==> config.mk <==
export PLATFORM = sky130hd
export DESIGN_NAME = peer_rssi_ewma_table_core
export DESIGN_NICKNAME = d
export VERILOG_FILES = /design/src/sv/prewma_pkg.sv /design/src/sv/peer_rssi_ewma_table_core.sv
export SDC_FILE = /design/constraint.sdc
export NUM_CORES = 2
export LEC_CHECK = 0
export BUFFER_PORTS_ARGS = -buffer_cell sky130_fd_sc_hd__buf_2
export CAP_MARGIN = 20
export CORE_MARGIN = 1.5
export CORE_UTILIZATION = 25
export DETAILED_ROUTE_END_ITERATION = 12
export GPL_ROUTABILITY_DRIVEN = 0
export SKIP_CTS_REPAIR_TIMING = 1
export SLEW_MARGIN = 15
export SYNTH_ARGS = -nofsm -noshare
export SYNTH_HDL_FRONTEND = slang
export SYNTH_SLANG_ARGS = --single-unit
export TNS_END_PERCENT = 30
==> constraint.sdc <==
create_clock -name clk_i -period 10.27 [get_ports clk_i]
set_input_delay 2.054 -clock clk_i [delete_from_list [all_inputs] [get_ports clk_i]]
set_output_delay 2.054 -clock clk_i [all_outputs]
set_load 0.02 [all_outputs]
==> src/sv/prewma_pkg.sv <==
// ---------------------------------------------------------------------------
// prewma_pkg
// Types and constants of the peer RSSI average table.
// ---------------------------------------------------------------------------
`default_nettype none

package prewma_pkg;

  localparam int unsigned TableEntries = 16;
  localparam int unsigned IdxW  = (TableEntries > 1) ? $clog2(TableEntries) : 1;
  localparam int unsigned CntW  = $clog2(TableEntries + 1);

  localparam int unsigned MacW   = 48;
  localparam int unsigned AvgW   = 16;
  localparam int unsigned TimeW  = 32;
  localparam int unsigned RssiW  = 8;
  localparam int unsigned AlphaW = 9;
  localparam int unsigned ExpW   = 5;
  localparam int unsigned SlotW  = 4;
  localparam int unsigned AddrW  = 3;
  localparam int unsigned DataW  = 32;
  localparam int unsigned ProdW  = 26;

  localparam logic [AlphaW-1:0] AlphaOne     = 9'd256;
  localparam logic [AlphaW-1:0] AlphaReset   = 9'd77;
  localparam logic [TimeW-1:0]  TimeoutReset = 32'd30000;

  typedef enum logic [1:0] {
    ModeFrame = 2'd0,
    ModeQuery = 2'd1,
    ModeSweep = 2'd2
  } mode_e;

  typedef enum logic [0:0] {
    RegAlpha   = 1'b0,
    RegTimeout = 1'b1
  } reg_e;

  typedef struct packed {
    logic [MacW-1:0]        mac;
    logic signed [AvgW-1:0] avg;
    logic [TimeW-1:0]       last_seen;
  } entry_t;

endpackage

`default_nettype wire

==> src/sv/peer_rssi_ewma_table_core.sv <==
// ---------------------------------------------------------------------------
// peer_rssi_ewma_table_core
// Per-peer RSSI table keyed by MAC: EWMA update on frames, queries, and
// inactivity sweeps. Rows live in one synchronous memory, scanned per item.
// ---------------------------------------------------------------------------
// Channel   Handshake              Payload
// command   start / busy           mode_i, peer_mac_i, sample_rssi_i, now_ms_i
// result    done_o (1-cycle)       found_o, slot_o, average_q8_o,
//                                  expired_count_o, latest_rssi_o
// config    APB psel/penable/...   paddr, pwdata, prdata (0: alpha, 4: timeout)
//
// Every item keeps busy high through its steps: one memory read per row over
// the single read port, a wait for the registered read of the last row, the
// blend multiply, and write-back.
// done_o follows in the next cycle, where busy is already low and a new item
// may be accepted; a new item is never taken while one is in progress.
// Reset clears the row valid flags at once; no clearing pass is needed.
// The receiver cannot stall; results are shown for one cycle only.
// ---------------------------------------------------------------------------
`default_nettype none

module peer_rssi_ewma_table_core (
  input  wire logic                                  clk_i,
  input  wire logic                                  rst_ni,
  input  wire logic                                  start,
  output logic                                       busy,
  input  wire logic [1:0]                            mode_i,
  input  wire logic [prewma_pkg::MacW-1:0]           peer_mac_i,
  input  wire logic signed [prewma_pkg::RssiW-1:0]   sample_rssi_i,
  input  wire logic [prewma_pkg::TimeW-1:0]          now_ms_i,
  output logic                                       done_o,
  output logic                                       found_o,
  output logic [prewma_pkg::SlotW-1:0]               slot_o,
  output logic signed [prewma_pkg::AvgW-1:0]        average_q8_o,
  output logic [prewma_pkg::ExpW-1:0]                expired_count_o,
  output logic signed [prewma_pkg::RssiW-1:0]        latest_rssi_o,
  input  wire logic                                  psel,
  input  wire logic                                  penable,
  input  wire logic                                  pwrite,
  input  wire logic [prewma_pkg::AddrW-1:0]          paddr,
  input  wire logic [prewma_pkg::DataW-1:0]          pwdata,
  output logic [prewma_pkg::DataW-1:0]               prdata,
  output logic                                       pready
);

  typedef enum logic [3:0] {
    StIdle  = 4'b0001,
    StScan  = 4'b0010,
    StMul   = 4'b0100,
    StWrite = 4'b1000
  } state_e;

  state_e state_q, state_d;

  // Command latched at accept
  prewma_pkg::mode_e                     mode_q;
  logic [prewma_pkg::MacW-1:0]           mac_q;
  logic signed [prewma_pkg::RssiW-1:0]   rssi_q;
  logic [prewma_pkg::TimeW-1:0]          now_q;
  logic signed [prewma_pkg::RssiW-1:0]   last_rssi_q;

  // Configuration
  logic [prewma_pkg::AlphaW-1:0]         alpha_q;
  logic [prewma_pkg::TimeW-1:0]          timeout_q;

  // Row storage
  logic [prewma_pkg::TableEntries-1:0]   valid_q;
  prewma_pkg::entry_t                    mem_q [prewma_pkg::TableEntries];
  prewma_pkg::entry_t                    rd_data_q;
  prewma_pkg::entry_t                    wr_entry;
  logic                                  mem_we;
  logic                                  rd_en;
  logic [prewma_pkg::IdxW-1:0]           rd_addr;

  // Scan bookkeeping
  logic [prewma_pkg::CntW-1:0]           rd_cnt_q;
  logic                                  proc_vld_q;
  logic [prewma_pkg::IdxW-1:0]           proc_idx_q;
  logic                                  hit_q;
  logic [prewma_pkg::IdxW-1:0]           hit_idx_q;
  logic signed [prewma_pkg::AvgW-1:0]    hit_avg_q;
  logic                                  free_q;
  logic [prewma_pkg::IdxW-1:0]           free_idx_q;
  logic                                  old_have_q;
  logic [prewma_pkg::IdxW-1:0]           old_idx_q;
  logic [prewma_pkg::TimeW-1:0]          old_ts_q;
  logic [prewma_pkg::ExpW-1:0]           exp_cnt_q;

  // Blend products
  logic signed [prewma_pkg::ProdW-1:0]   p1_q;
  logic signed [prewma_pkg::ProdW-1:0]   p2_q;

  // Result registers
  logic                                  done_q;
  logic                                  found_q;
  logic [prewma_pkg::SlotW-1:0]          slot_q;
  logic signed [prewma_pkg::AvgW-1:0]    avg_q;
  logic [prewma_pkg::ExpW-1:0]           exp_q;

  logic                                  accept;
  logic                                  cfg_we;
  logic                                  ent_valid;
  logic                                  ent_hit;
  logic                                  ent_free;
  logic                                  ent_older;
  logic                                  ent_expire;
  logic                                  last_proc;
  logic [prewma_pkg::TimeW-1:0]          idle_ms;
  logic [prewma_pkg::AlphaW-1:0]         a_sat;
  logic signed [prewma_pkg::ProdW-1:0]   a_ext;
  logic signed [prewma_pkg::ProdW-1:0]   b_ext;
  logic signed [prewma_pkg::ProdW-1:0]   rssi_ext;
  logic signed [prewma_pkg::ProdW-1:0]   avg_ext;
  logic signed [prewma_pkg::ProdW-1:0]   blend;
  logic signed [prewma_pkg::AvgW-1:0]    new_avg;
  logic [prewma_pkg::IdxW-1:0]           target_idx;

  assign accept = start && !busy;
  assign busy   = (state_q != StIdle);
  assign cfg_we = psel && penable && pwrite && pready;
  assign pready = 1'b1;

  // -------------------------------------------------------------------------
  // Configuration port
  // -------------------------------------------------------------------------
  always_comb begin
    unique case (prewma_pkg::reg_e'(paddr[2]))
      prewma_pkg::RegAlpha:   prdata = {{(prewma_pkg::DataW - prewma_pkg::AlphaW){1'b0}},
                                        alpha_q};
      prewma_pkg::RegTimeout: prdata = timeout_q;
      default:                prdata = '0;
    endcase
  end

  always_ff @(posedge clk_i or negedge rst_ni) begin
    if (!rst_ni) begin
      alpha_q   <= prewma_pkg::AlphaReset;
      timeout_q <= prewma_pkg::TimeoutReset;
    end else if (cfg_we) begin
      unique case (prewma_pkg::reg_e'(paddr[2]))
        prewma_pkg::RegAlpha:   alpha_q   <= pwdata[prewma_pkg::AlphaW-1:0];
        prewma_pkg::RegTimeout: timeout_q <= pwdata;
        default: ;
      endcase
    end
  end

  // -------------------------------------------------------------------------
  // Row memory: one read port, one write port, registered read.
  // Write-back happens before busy drops, so the next scan never overlaps it.
  // -------------------------------------------------------------------------
  assign rd_en   = (state_q == StScan) && (rd_cnt_q < prewma_pkg::CntW'(prewma_pkg::TableEntries));
  assign rd_addr = rd_cnt_q[prewma_pkg::IdxW-1:0];

  always_ff @(posedge clk_i) begin
    if (mem_we) begin
      mem_q[target_idx] <= wr_entry;
    end
    if (rd_en) begin
      rd_data_q <= mem_q[rd_addr];
    end
  end

  // -------------------------------------------------------------------------
  // Per-row evaluation of the entry returned by the memory
  // -------------------------------------------------------------------------
  assign ent_valid  = valid_q[proc_idx_q];
  assign idle_ms    = now_q - rd_data_q.last_seen;
  assign ent_hit    = proc_vld_q && ent_valid && (rd_data_q.mac == mac_q);
  assign ent_free   = proc_vld_q && !ent_valid;
  assign ent_older  = proc_vld_q && ent_valid &&
                      (!old_have_q || (rd_data_q.last_seen < old_ts_q));
  assign ent_expire = proc_vld_q && ent_valid && (mode_q == prewma_pkg::ModeSweep) &&
                      (idle_ms > timeout_q);
  assign last_proc  = proc_vld_q &&
                      (proc_idx_q == prewma_pkg::IdxW'(prewma_pkg::TableEntries - 1));

  // -------------------------------------------------------------------------
  // Blend: avg' = a*rssi + floor((256 - a)*avg / 256)
  // -------------------------------------------------------------------------
  assign a_sat    = (alpha_q > prewma_pkg::AlphaOne) ? prewma_pkg::AlphaOne : alpha_q;
  assign a_ext    = signed'({{(prewma_pkg::ProdW - prewma_pkg::AlphaW){1'b0}}, a_sat});
  assign b_ext    = signed'({{(prewma_pkg::ProdW - prewma_pkg::AlphaW){1'b0}},
                             prewma_pkg::AlphaOne - a_sat});
  assign rssi_ext = signed'({{(prewma_pkg::ProdW - prewma_pkg::RssiW){rssi_q[prewma_pkg::RssiW-1]}},
                             rssi_q});
  assign avg_ext  = signed'({{(prewma_pkg::ProdW - prewma_pkg::AvgW){hit_avg_q[prewma_pkg::AvgW-1]}},
                             hit_avg_q});
  assign blend    = p1_q + (p2_q >>> 8);
  assign new_avg  = hit_q ? blend[prewma_pkg::AvgW-1:0] : signed'({rssi_q, 8'h00});

  always_comb begin
    priority if (hit_q) begin
      target_idx = hit_idx_q;
    end else if (free_q) begin
      target_idx = free_idx_q;
    end else begin
      target_idx = old_idx_q;
    end
  end

  assign mem_we             = (state_q == StWrite) && (mode_q == prewma_pkg::ModeFrame);
  assign wr_entry.mac       = mac_q;
  assign wr_entry.avg       = new_avg;
  assign wr_entry.last_seen = now_q;

  // -------------------------------------------------------------------------
  // Sequencer
  // -------------------------------------------------------------------------
  always_comb begin
    state_d = state_q;
    unique case (state_q)
      StIdle:  if (accept) state_d = StScan;
      StScan:  if (last_proc) state_d = StMul;
      StMul:   state_d = StWrite;
      StWrite: state_d = StIdle;
      default: state_d = StIdle;
    endcase
  end

  always_ff @(posedge clk_i or negedge rst_ni) begin
    if (!rst_ni) begin
      state_q     <= StIdle;
      last_rssi_q <= '0;
      valid_q     <= '0;
      rd_cnt_q    <= '0;
      proc_vld_q  <= 1'b0;
      proc_idx_q  <= '0;
      hit_q       <= 1'b0;
      free_q      <= 1'b0;
      old_have_q  <= 1'b0;
      exp_cnt_q   <= '0;
      done_q      <= 1'b0;
    end else begin
      state_q    <= state_d;
      done_q     <= (state_q == StWrite);
      proc_vld_q <= rd_en;
      if (rd_en) begin
        proc_idx_q <= rd_addr;
        rd_cnt_q   <= rd_cnt_q + 1'b1;
      end

      if (accept) begin
        rd_cnt_q   <= '0;
        hit_q      <= 1'b0;
        free_q     <= 1'b0;
        old_have_q <= 1'b0;
        exp_cnt_q  <= '0;
        if (prewma_pkg::mode_e'(mode_i) == prewma_pkg::ModeFrame) begin
          last_rssi_q <= sample_rssi_i;
        end
      end

      // First match wins; first empty row wins; strict compare keeps lowest index
      if (ent_hit && !hit_q) begin
        hit_q <= 1'b1;
      end
      if (ent_free && !free_q) begin
        free_q <= 1'b1;
      end
      if (ent_older) begin
        old_have_q <= 1'b1;
      end
      if (ent_expire) begin
        valid_q[proc_idx_q] <= 1'b0;
        exp_cnt_q           <= exp_cnt_q + 1'b1;
      end

      if (mem_we) begin
        valid_q[target_idx] <= 1'b1;
      end
    end
  end

  // Payload registers: no reset
  always_ff @(posedge clk_i) begin
    if (accept) begin
      mode_q <= prewma_pkg::mode_e'(mode_i);
      mac_q  <= peer_mac_i;
      rssi_q <= sample_rssi_i;
      now_q  <= now_ms_i;
    end
    if (ent_hit && !hit_q) begin
      hit_idx_q <= proc_idx_q;
      hit_avg_q <= rd_data_q.avg;
    end
    if (ent_free && !free_q) begin
      free_idx_q <= proc_idx_q;
    end
    if (ent_older) begin
      old_idx_q <= proc_idx_q;
      old_ts_q  <= rd_data_q.last_seen;
    end
    if (state_q == StMul) begin
      p1_q <= a_ext * rssi_ext;
      p2_q <= b_ext * avg_ext;
    end
    if (state_q == StWrite) begin
      unique case (mode_q)
        prewma_pkg::ModeFrame: begin
          found_q <= hit_q;
          slot_q  <= prewma_pkg::SlotW'(target_idx);
          avg_q   <= new_avg;
          exp_q   <= '0;
        end
        prewma_pkg::ModeQuery: begin
          found_q <= hit_q;
          slot_q  <= hit_q ? prewma_pkg::SlotW'(hit_idx_q) : '0;
          avg_q   <= hit_q ? hit_avg_q : '0;
          exp_q   <= '0;
        end
        prewma_pkg::ModeSweep: begin
          found_q <= 1'b0;
          slot_q  <= '0;
          avg_q   <= '0;
          exp_q   <= exp_cnt_q;
        end
        default: begin
          found_q <= 1'b0;
          slot_q  <= '0;
          avg_q   <= '0;
          exp_q   <= '0;
        end
      endcase
    end
  end

  assign done_o          = done_q;
  assign found_o         = found_q;
  assign slot_o          = slot_q;
  assign average_q8_o    = avg_q;
  assign expired_count_o = exp_q;
  assign latest_rssi_o   = last_rssi_q;

endmodule

`default_nettype wire

==> results.py <==
metrics = {
    "die": {
        "die-area_mm2": 0.334,
        "die_h_um": 578,
        "num_rows": 210,
        "die_w_um": 578,
        "core-area_mm2": 0.328,
        "io_pins": 200,
        "initial_core_util_pct": 25.2,
    },
    "min_path": {
        "holdPathStages": 0,
        "whs_endpoint": "hit_avg_q[11]$_DFFE_PP_",
        "min_path_type": "flop to flop",
        "min-delay-start": "rd_data_q[43]$_DFFE_PP_",
    },
    "route": {
        "drt-total-wl_um": 205000,
        "num_vias": 41200,
        "avgRoutedWirePerCell_um": 22.5,
        "ant_nets": 0,
        "initialDrtViolationCount": 3896,
        "dr.pass1.iters": 7,
        "via_per_inst": 4.53,
        "drcViolationCount": 0,
    },
    "setup_path": {
        "regToRegEndpoint": "p2_q[23]$_DFFE_PP_",
        "required_ps": 10810,
        "r2r_setup_slack_ps": 2760,
        "r2r_start": "alpha_q[8]$_DFFE_PN0P_",
        "reg2reg_depth": 25,
        "path_buf_inv": 5,
        "end_kind": "flop",
        "criticalPathCategory": "flop to flop",
        "cp_top_family": "adder cells",
        "cp.arrival_ps": 8050,
        "crit_fanout": 22,
        "path_common_cell": "fa_1",
        "slowest_stage": "dfrtp_1",
        "cp-start-kind": "flop",
        "max_stage_delay_ps": 750,
    },
    "power": {
        "power_density_mw_per_mm2": 269,
        "vdd_ir_drop_max_v": 0.000299,
        "leakagePower_nw": 31.4,
        "power.total_mw": 25.7,
    },
    "logic_synthesis": {
        "syn_inst": 4307,
        "syn_nets": 4797,
        "syn_avg_cell_area_um2": 19.2,
        "ys_seq_area_share_pct": 69.5,
        "synth_edf_count": 1840,
        "synth.ff_latch_count": 1928,
        "ys.flop_type": "edfxtp_1",
        "yosys_warnings": 0,
        "synth_cell_type_count": 79,
        "syn-cell-area_mm2": 0.0827,
        "postSynth.asyncResetShare_pct": 4.56,
    },
    "sta": {
        "whs_ps": 419,
        "hold_viol_final": 0,
        "slew_headroom_pct": 26.2,
        "worst_slew_pin_slew_ps": 1100,
        "period_minus_slack_ps": 7510,
        "finClkSkew_ps": 94.1,
        "post-route-period-util_pct": 73.1,
        "setup_viol": 0,
        "fin_setup_tns_ps": 0,
        "finalMaxSlewViolations": 0,
        "fmaxAchievable_mhz": 133,
        "rsz0062_at_grt": "no",
    },
    "layout": {
        "syn2layout_area_growth_pct": 15.6,
        "layout-drive-gt1-share_pct": 24.5,
        "utilization_pct": 29.1,
        "layout_commonest_cell": "edfxtp_1",
        "layout_common_cells": "edfxtp_1 (1840), mux4_2 (483), inv_1 (303)",
        "nets": 5096,
    },
    "cts": {
        "root_buffer": "clkbuf_16",
        "clock_path_buffers": 4,
        "cts.clk_slew.worst_paths_ps": 60,
        "cts_sinks": 1928,
        "htreeDepth": 4,
        "clock_latency_ps": 870,
        "cts_tree": "yes",
        "numCtsBuffers": 191,
    },
    "grt": {
        "antenna_found_initial": 22,
        "grt_max_degree": 142,
        "grt_use_total_pct": 12.2,
        "gr-total-overflow": 0,
        "first_global_vias": 42900,
        "grt_pass1_wl_um": 299000,
    },
    "placed_design": {
        "port_buffers": 196,
        "place_hpwl_um": 115000,
    },
    "job": {
        "cap_violations": 0,
    },
    "outcome": {
        "status": "completed",
    },
}
## where the power goes
part / total [mW] / internal (mW) / switching [mW]
logic: 8.77 / 4.03 / 4.75
clock network: 6.95 / 3.97 / 2.99
registers: 9.96 / 9.50 / 0.466
total: 25.7 / 17.5 / 8.20
## sequential cells by signal, summed over array words and instances (netlist names), 32 cells and up
| signal | flops |
|---|---|
| old_ts_q | 32 |
| rd_data_q | 96 |
| now_q | 32 |
| mem_q | 1536 |
| mac_q | 48 |
| timeout_q | 32 |
## final cells by class
class	instances	area [um^2]
fillers	32000	233000
flip-flops and latches	1928	57500
multi-input cells	1907	23600
well taps	4346	5440
clock buffers	235	5070
repair buffers	272	1770
inverters	306	1150
clock inverters	103	1030
diodes	7	17.5
## Yosys cell counts, types with 27 or more instances
| library cell | instances | share of area (%) |
|---|---|---|
| buf_1 | 41 | 0.19 |
| and2_1 | 129 | 0.98 |
| inv_1 | 304 | 1.4 |
| nor3_1 | 29 | 0.18 |
| nor2b_1 | 39 | 0.30 |
| nor2_1 | 97 | 0.44 |
| xor2_1 | 43 | 0.46 |
| a21o_1 | 49 | 0.44 |
| xnor2_1 | 80 | 0.85 |
| mux4_2 | 483 | 13 |
| dfrtp_1 | 76 | 2.3 |
| mux2_2 | 73 | 0.99 |
| nand4_1 | 27 | 0.20 |
| edfxtp_1 | 1840 | 67 |
| fa_1 | 159 | 3.9 |
| nand2_1 | 166 | 0.75 |
| ha_1 | 200 | 3.0 |
| a21oi_1 | 75 | 0.45 |
| clkbuf_1 | 111 | 0.50 |
| o21ai_0 | 42 | 0.25 |
| nand3_1 | 37 | 0.22 |
## logic make-up after synthesis
kind of cell               synth area share [%]
adders and majority gates                  6.88
muxes                                      14.3
buffers and inverters                      2.17
and+or+nand+nor                            3.61
xor gates and xnor gates                   1.30
DFF                                        69.5
AOI/OAI and AO/OA                          2.18
other                                   0.00454
## routing by layer
layer	vias to the layer above	global-route usage (%)	routed length, um	part of all wire, %
met1	22300	17.3	93200	45
li1	17500	-	-	-
met4	0	2.78	4120	2.0
met5	-	0	0	0
met3	268	1.78	11500	5.6
met2	1237	19.5	96300	47
## per-stage QoR
stage	cells	setup slack, ps	instance area (um^2)
after detailed placement	8757	2700	89400
after CTS	9095	2690	95500
after floorplan	4307	1320	82700
after global placement	8756	2650	89400
after global routing	9100	2230	95600
final	9104	2760	95600
## worst reg2reg max path: cells and delay by family, from the launching register on
family / cells / cell delay (ps)
AND/OR/NAND/NOR: 6 / 970
XOR/XNOR: 2 / 300
flip-flops: 1 / 750
AO/OA/AOI/OAI: 5 / 1330
adder cells (fa/ha/maj): 7 / 3040
buffers and inverters: 5 / 890
## how the worst max path moves through the flow
| stage | start | to | slack, ps | cells past startpoint |
|---|---|---|---|---|
| 6_report | alpha_q[8]$_DFFE_PN0P_ | p2_q[23]$_DFFE_PP_ | 2760 | 25 |
| 5_1_grt | alpha_q[8]$_DFFE_PN0P_ | p2_q[23]$_DFFE_PP_ | 2230 | 24 |
| 4_1_cts | alpha_q[8]$_DFFE_PN0P_ | p2_q[23]$_DFFE_PP_ | 2690 | 23 |
| 3_5_place_dp | alpha_q[8]$_DFFE_PN0P_ | p2_q[23]$_DFFE_PP_ | 2700 | 23 |
| 3_3_place_gp | alpha_q[8]$_DFFE_PN0P_ | p2_q[23]$_DFFE_PP_ | 2650 | 23 |
| 2_1_floorplan | state_q[1]$_DFFE_PN0P_ | mem_q[15][0]$_DFFE_PP_ | 1320 | 4 |
No activity file was read; power rests on OpenSTA's default activity.
